===== config.mk =====
export PLATFORM = sky130hd
export DESIGN_NAME = stwm_taint_map
export DESIGN_NICKNAME = d
export VERILOG_FILES = /design/src/hw/rtl/speculative_taint_window_monitor_unit_macros.svh /design/src/hw/rtl/stwm_pkg.sv /design/src/hw/rtl/stwm_taint_map.sv
export SDC_FILE = /design/constraint.sdc
export NUM_CORES = 1
export LEC_CHECK = 0
export ABC_AREA = 1
export ABC_CLOCK_PERIOD_IN_PS = 1800
export BUFFER_PORTS_ARGS = -buffer_cell sky130_fd_sc_hd__buf_2
export CAP_MARGIN = 20
export CORE_AREA = 2 2 163 165
export CTS_CLUSTER_DIAMETER = 80
export DETAILED_ROUTE_END_ITERATION = 7
export DIE_AREA = 0 0 165 167
export GPL_TIMING_DRIVEN = 0
export PLACE_DENSITY = 0.76
export SLEW_MARGIN = 20
export SYNTH_ARGS = -nofsm -noshare
export SYNTH_HDL_FRONTEND = slang
export SYNTH_SLANG_ARGS = --single-unit

===== constraint.sdc =====
create_clock -name clk -period 1.8 [get_ports clk]
set_clock_uncertainty 0.05 [all_clocks]
set_input_delay 0.36 -clock clk [delete_from_list [all_inputs] [get_ports clk]]
set_output_delay 0.36 -clock clk [all_outputs]
set_load 0.01 [all_outputs]

===== src/hw/rtl/speculative_taint_window_monitor_unit_macros.svh =====
// Assertion shorthands shared by the monitor RTL.
// Both sample on clk and are disabled while rst_n is low.
`ifndef SPECULATIVE_TAINT_WINDOW_MONITOR_UNIT_MACROS_SVH
`define SPECULATIVE_TAINT_WINDOW_MONITOR_UNIT_MACROS_SVH

// Same-cycle implication
`define STWM_ASSERT_IMPLIES(lbl, ante, cons, msg) \
    lbl: assert property (@(posedge clk) disable iff (!rst_n) (ante) |-> (cons)) \
        else $error(msg);

// Next-cycle implication
`define STWM_ASSERT_NEXT(lbl, ante, cons, msg) \
    lbl: assert property (@(posedge clk) disable iff (!rst_n) (ante) |=> (cons)) \
        else $error(msg);

`endif


===== src/hw/rtl/stwm_pkg.sv =====
`timescale 1ns / 1ps

package stwm_pkg;

    localparam int PC_W      = 64;
    localparam int REG_W     = 8;
    localparam int TOTAL_W   = 32;
    localparam int UCOUNT_W  = 7;
    localparam int CFG_IDX_W = 1;

    localparam logic [UCOUNT_W-1:0] UCOUNT_MAX = '1;
    localparam logic [PC_W-1:0]     PC_NONE    = '1;

    // Configuration register indexes
    localparam logic [CFG_IDX_W-1:0] CFG_WINDOW_START = 1'd0;
    localparam logic [CFG_IDX_W-1:0] CFG_WINDOW_END   = 1'd1;

    typedef enum logic [1:0] {
        ST_IDLE     = 2'd0,
        ST_SQUASHED = 2'd1,
        ST_TAINTED  = 2'd2
    } monitor_state_t;

    typedef struct packed {
        logic [PC_W-1:0]  pc;
        logic             committed;
        logic             issued;
        logic             completed;
        logic             is_load;
        logic             micro_visible;
        logic             is_nop;
        logic             has_dest;
        logic [REG_W-1:0] dest_reg;
        logic [1:0]       src_count;
        logic [REG_W-1:0] src1_reg;
        logic [REG_W-1:0] src2_reg;
    } item_t;

    typedef struct packed {
        logic                vulnerable_found;
        logic [PC_W-1:0]     window_pc;
        logic                new_unique_window;
        logic [TOTAL_W-1:0]  flushed_count;
        logic [UCOUNT_W-1:0] unique_flushed_count;
        logic [TOTAL_W-1:0]  vulnerable_count;
        logic [UCOUNT_W-1:0] unique_vulnerable_count;
        logic                store_overflow;
        logic [1:0]          monitor_state;
    } result_t;

    typedef struct packed {
        logic [CFG_IDX_W-1:0] reg_index;
        logic [PC_W-1:0]      wdata;
    } cfg_write_t;

    // Store lookup outcome for one transfer
    typedef struct packed {
        logic fresh;     // add requested and pc not present
        logic overflow;  // fresh but the chain was full
    } store_rsp_t;

    // Clamp a store occupancy to the 7-bit report field
    function automatic logic [UCOUNT_W-1:0] clamp_count(input logic [TOTAL_W-1:0] v);
        logic [UCOUNT_W-1:0] r;
        if (v > TOTAL_W'(UCOUNT_MAX)) begin
            r = UCOUNT_MAX;
        end
        else begin
            r = v[UCOUNT_W-1:0];
        end
        return r;
    endfunction

endpackage


===== src/hw/rtl/stwm_taint_map.sv =====
`timescale 1ns / 1ps

module stwm_taint_map
    import stwm_pkg::*;
#(
    parameter int PHYS_REGS = 256
)
(
    input  logic             clk,
    input  logic             rst_n,
    input  logic             clear,
    input  logic             set_en,
    input  logic [REG_W-1:0] dest_reg,
    input  logic [REG_W-1:0] src1_reg,
    input  logic [REG_W-1:0] src2_reg,
    output logic             src1_taint,
    output logic             src2_taint
);

    localparam int RW = (PHYS_REGS > 1) ? $clog2(PHYS_REGS) : 1;

    logic [PHYS_REGS-1:0] bits_reg;
    logic [PHYS_REGS-1:0] bits_next;
    logic [RW-1:0]        dst_idx;
    logic [RW-1:0]        s1_idx;
    logic [RW-1:0]        s2_idx;
    logic                 dst_ok;
    logic                 s1_ok;
    logic                 s2_ok;

    // Register indexes beyond the file are never tainted
    assign dst_ok = 32'(dest_reg) < 32'(PHYS_REGS);
    assign s1_ok  = 32'(src1_reg) < 32'(PHYS_REGS);
    assign s2_ok  = 32'(src2_reg) < 32'(PHYS_REGS);
    assign dst_idx = RW'(dest_reg);
    assign s1_idx  = RW'(src1_reg);
    assign s2_idx  = RW'(src2_reg);

    assign src1_taint = s1_ok && bits_reg[s1_idx];
    assign src2_taint = s2_ok && bits_reg[s2_idx];

    // Clear happens before the set within one transfer
    always_comb
    begin
        for (int i = 0; i < PHYS_REGS; i++) begin
            bits_next[i] = (bits_reg[i] && !clear) || (set_en && dst_ok && (dst_idx == RW'(i)));
        end
    end

    always_ff @(posedge clk or negedge rst_n)
    begin
        if (!rst_n) begin
            bits_reg <= '0;
        end
        else begin
            bits_reg <= bits_next;
        end
    end

endmodule


==> Yosys cells after proc, flatten, opt, wreduce, memory -nomap -nowiden <==
Index checks and enable logic that the tools add are counted.
{ "word_totals": {"ff_bits": 256, "inputBits": 28, "output_inout_bits": 2, "word_cells": 1032} }
{ "classes": {"n_lt_le_gt_ge": 2, "n_eq_ne": 255, "mux": 4, "reduce_logical": 770} }
{ "op_table": {"columns": ["operator", "count"], "rows": [
  ["$eq 8x8->1 const B", 128],
  ["$eq 8x7->1 const B", 64],
  ["$logic_and 1x1->1", 512],
  ["$eq 8x6->1 const B", 32],
  ["$logic_or 1x1->1", 256],
  ["$eq 8x5->1 const B", 16],
  ["$eq 8x4->1 const B", 8],
  ["$eq 8x3->1 const B", 4],
  ["$lt 8x9->1 const B", 2],
  ["$bmux 1 s8", 2],
  ["$eq 8x2->1 const B", 2],
  ["$eq 8x1->1 const B", 1],
  ["$logic_not 8->1", 1],
  ["$mux 1", 2],
  ["$logic_not 1->1", 1]
]} }

==> Depth between registers and ports, before layout <==
{ "depth": {"ltp_word": 3, "mapped_depth": 13, "ltp_nobuf": 11} }

==> Worst setup path before layout <==
Ideal clock, no wire load.
{ "synth_path": {"path_type": "in2out", "startpoint": "input port src1_reg[1]", "endpoint": "output port src1_taint", "t_arrival_ns": 1.458, "t_required_ns": 1.390, "slack_ns": -0.068, "path_stages": 12, "path_buffers": 3, "path_cell_list": "buf_2 buf_2 buf_2 nand3_1 nand3_1 nand3_1 nand3_1 nand2_1 nand2_1 nand3_1 nand3_1 nand2_1"} }
{ "synth_via": {"elab_chain_cells": 2} }
{ "synth_rtl": {"columns": ["item", "line", "source"], "rows": [
  ["start, declared", "stwm_taint_map.sv:14", "input logic [REG_W-1:0] src1_reg,"],
  ["$bmux 1 s8", "stwm_taint_map.sv:39", "assign src1_taint = s1_ok && bits_reg[s1_idx];"],
  ["$mux 1 (implied by the code)", "stwm_taint_map.sv:39", null],
  ["end, declared", "stwm_taint_map.sv:16", "output logic src1_taint,"]
]} }
No other way between the ends. The select of a mux whose other input is x is not followed.

==> Worst setup path in the final report <==
{ "layout_path": {"startpoint": "input port src1_reg[0]", "endpoint": "output port src1_taint"} }
Same word-level chain as after synthesis.

==> results.md <==
- CP Capture Type: primary output
- Synth Net Count: 2063
- Fillers: 2197
- Worst Path Max Fanout: 10
- Post-route ant nets: 0
- Leakage: about 7 nW
- Mean Syn Cell Area: 7.13 µm²
- Largest family of logic cells by synthesized area: simple AND/OR/NAND/NOR gates
- Max-slew headroom: ~17%
- Largest area contributor in the netlist: dfrtp_1
- Mux contribution to synthesized area: 0%
- Cell area after layout: about 0.017 mm²
- Fin worst setup slack: -0.702 ns
- CP Class: input pin to primary output
- Mapped Cells: 2035
- Gr ovfl total: 0
- CP peak stage delay: roughly 0.27 ns
- Min Tclk post-route: roughly 2.5 ns
- Final Hold Viols: 0
- Via density: between 6 and 7
- Vias in the first global route: roughly 16000
- Gp weighted congestion: 1.08
- Max FFs per register: 256
- Post-synth top area share: 44.1%
- Rows: 59
- Mapped cell area: 0.0145 mm²
- Clk sinks: between 200 and 300
- R2R Setup Slk: 0.83 ns
- Core area: 0.0258 mm²
- Comb pwr share: roughly 15%
- Largest net degree at the start of global routing: 82
- Maximum level of the CTS H-tree: 1
- XOR/XNOR Fraction of Synth Area: 0%
- HPWL after DPL: 46400 µm
- Placed cell area: between 0.015 and 0.02 mm²
- Sequential fraction of the synthesis area: 44.1%
- Post-synthesis register bit count: 256
- Clock buffer depth: 3
- Multi-input gate area: 0.00680 mm²
- Critical Path RT: roughly 1.4 ns
- DR vias: 16800
- Initial drt markers: 3369
- Failing checks: DRC, setup timing
- Power per cell area: just over 800 mW/mm²
- Starting Density: a little under three fifths
- Chip Width: ~170 µm
- Crit path top cell by count: nand3_1
- Psw: 4.21 mW
- GRT Overall Usage: 51.9%
- Post-synthesis compound-gate area fraction: 13.7%
- Adder-cell area share of the yosys netlist: 0%
- Status: finished, violations left
- Reg area: 0.00641 mm²
- Global-route wire length before repair: 102000 µm
- Die span in y: 167 µm
- CTS tree: done
- Final Util: 67.1%
- Synth Warn #: 0
- DR DRC count: 1
- Setup TNS: -1.61 ns
- Max_cap viols: 0
- Crit path DAT: between 2 and 2.5 ns
- Cell Int Power: ~10 mW
- Clock power frac: roughly 44%
- Antenna violations before repair: 2
- Worst-Skew Late Latency: 0.57 ns
- Layout cell share with drive strength beyond 1: 14.3%
- Worst IR Drop VDD: 771 µV
- Switching share of total power: 29.4%
- I/O pins: 30
- Endpoints failing setup: 15
- Routed WL: 71700 µm
- DIE AREA: approximately 0.028 mm²
- # diodes: 0
- Number of port buffers: 20
- Sequential group share of total power: 40.4%
- Unrepaired setup endpoints after global routing: true
- Actual transition at the worst max-transition pin: roughly 1.2 ns
- Nets: 2134
- Average wire per standard cell: roughly 30 µm
- Drt pass-1 iters: 8
- Top cells by area, synth: dfrtp_1, nand3_1, nand2_1
- Clock Tree Root: clkbuf_16
- Max Clk Rate: approximately 400 MHz
- Area grow syn2layout: 19.1%
- CP cell instances: buf_4 > buf_6 > buf_4 > nand2_1 > nand3_1 > nand3_1 > nand3_1 > nand3_2 > nand2_4 > nand2_1 > nand3_1 > nand3_1 > nand2_2 > buf_6
- Reg clk slew, reported paths: roughly 0.06 ns
- Max-slew violations: 0
- Synth unique cells: 16
- Synth Area in Simple Gates: 29.5%
- Hold Path Class: input pin to flop
- Total CTS buffers: 28
- Startpoint types: input pin
- Slowest-stage cell, CP: buf_4
- Period utilisation layout: 139%
-- placed cells by master, fill, tap and decap left out, types with 26 or more instances in the layout --
cell and instances:
nand2_1 487, nand3_1 374, inv_1 288, dfrtp_1 256
o22ai_1 255, nand3_2 84, clkbuf_1 63, buf_4 41
a21oi_1 33, clkbuf_16 29, buf_2 26
-- layer usage --
layer	track usage (%)	wire length, µm
met5	0	27
met4	37.7	6750
met3	24.4	12900
met2	69.3	28100
met1	65.0	23900
-- Yosys cell counts (all sizes together) --
| master | count |
|---|---|
| a21oi | 38 |
| and3 | 1 |
| o22ai | 255 |
| clkbuf | 96 |
| o21ai | 38 |
| inv | 296 |
| dfrtp | 256 |
| nand2 | 505 |
| buf | 68 |
| nor2 | 21 |
| o32ai | 1 |
| nand3 | 460 |
-- cell type report --
type                       count  area share [%]
buffer                       164            6.87
clock buffer                  44            4.93
clock inverter                 6           0.753
inverter                     296            6.55
multi-input combinational   1319            39.4
sequential                   256            37.1
tap                          335            2.43
timing repair buffer          40            1.99
timing repair inverter         1          0.0434
-- per-stage QoR --
| stage | total power [mW] | worst slack [ns] | std cells | hold slack, ns |
|---|---|---|---|---|
| after floorplan | 6.79 | -0.00265 | 2035 | 0.0144 |
| after global placement | 7.62 | -4.29 | 2390 | 0.477 |
| after detailed placement | 7.65 | -1.17 | 2393 | 0.277 |
| after CTS | 14.0 | -0.560 | 2452 | 0.163 |
| after global routing | 14.4 | -0.695 | 2461 | 0.187 |
| final | 14.3 | -0.702 | 2461 | 0.154 |
-- power groups by stage --
stage               Sequential (mW)  Combinational (mW)  Clock [mW]
floorplan                      5.90               0.893           0
global placement               5.90                1.72           0
detailed placement             5.90                1.75           0
CTS                            5.80                1.97        6.21
global route                   5.80                2.19        6.45
finish                         5.80                2.20        6.34
-- cell families after synthesis --
logic type             after synthesis
AND/OR/NAND/NOR                    987
buffers and inverters              460
AO/OA/AOI/OAI                      332
flip-flops                         256
-- repair_timing --
item                       4_1_cts  5_1_grt
pin swaps                       60       26
gates cloned                     1        0
gates resized for setup        232       48
hold buffers                     1        0
hold endpoints to repair        51        0
setup endpoints to repair       13        9
buffers inserted                 7        8
-- worst max-delay path, delay by kind of cell --
family | cells | cell delay [ns]
buf+inv | 4 | 0.73
simple gates | 10 | 1.00
-- final timing paths --
kind,from,endpoint,depth (start not counted)
worst max-delay path,src1_reg[0],src1_taint,14
worst min-delay path,set_en,bits_reg[163]$_DFF_PN0_,3
worst max register to register,bits_reg[133]$_DFF_PN0_,bits_reg[133]$_DFF_PN0_,4
worst min register to register,bits_reg[95]$_DFF_PN0_,bits_reg[95]$_DFF_PN0_,2
max in group asynchronous,rst_n,bits_reg[59]$_DFF_PN0_,3
min in group asynchronous,rst_n,bits_reg[198]$_DFF_PN0_,2
(Power assumes the default switching activity.)
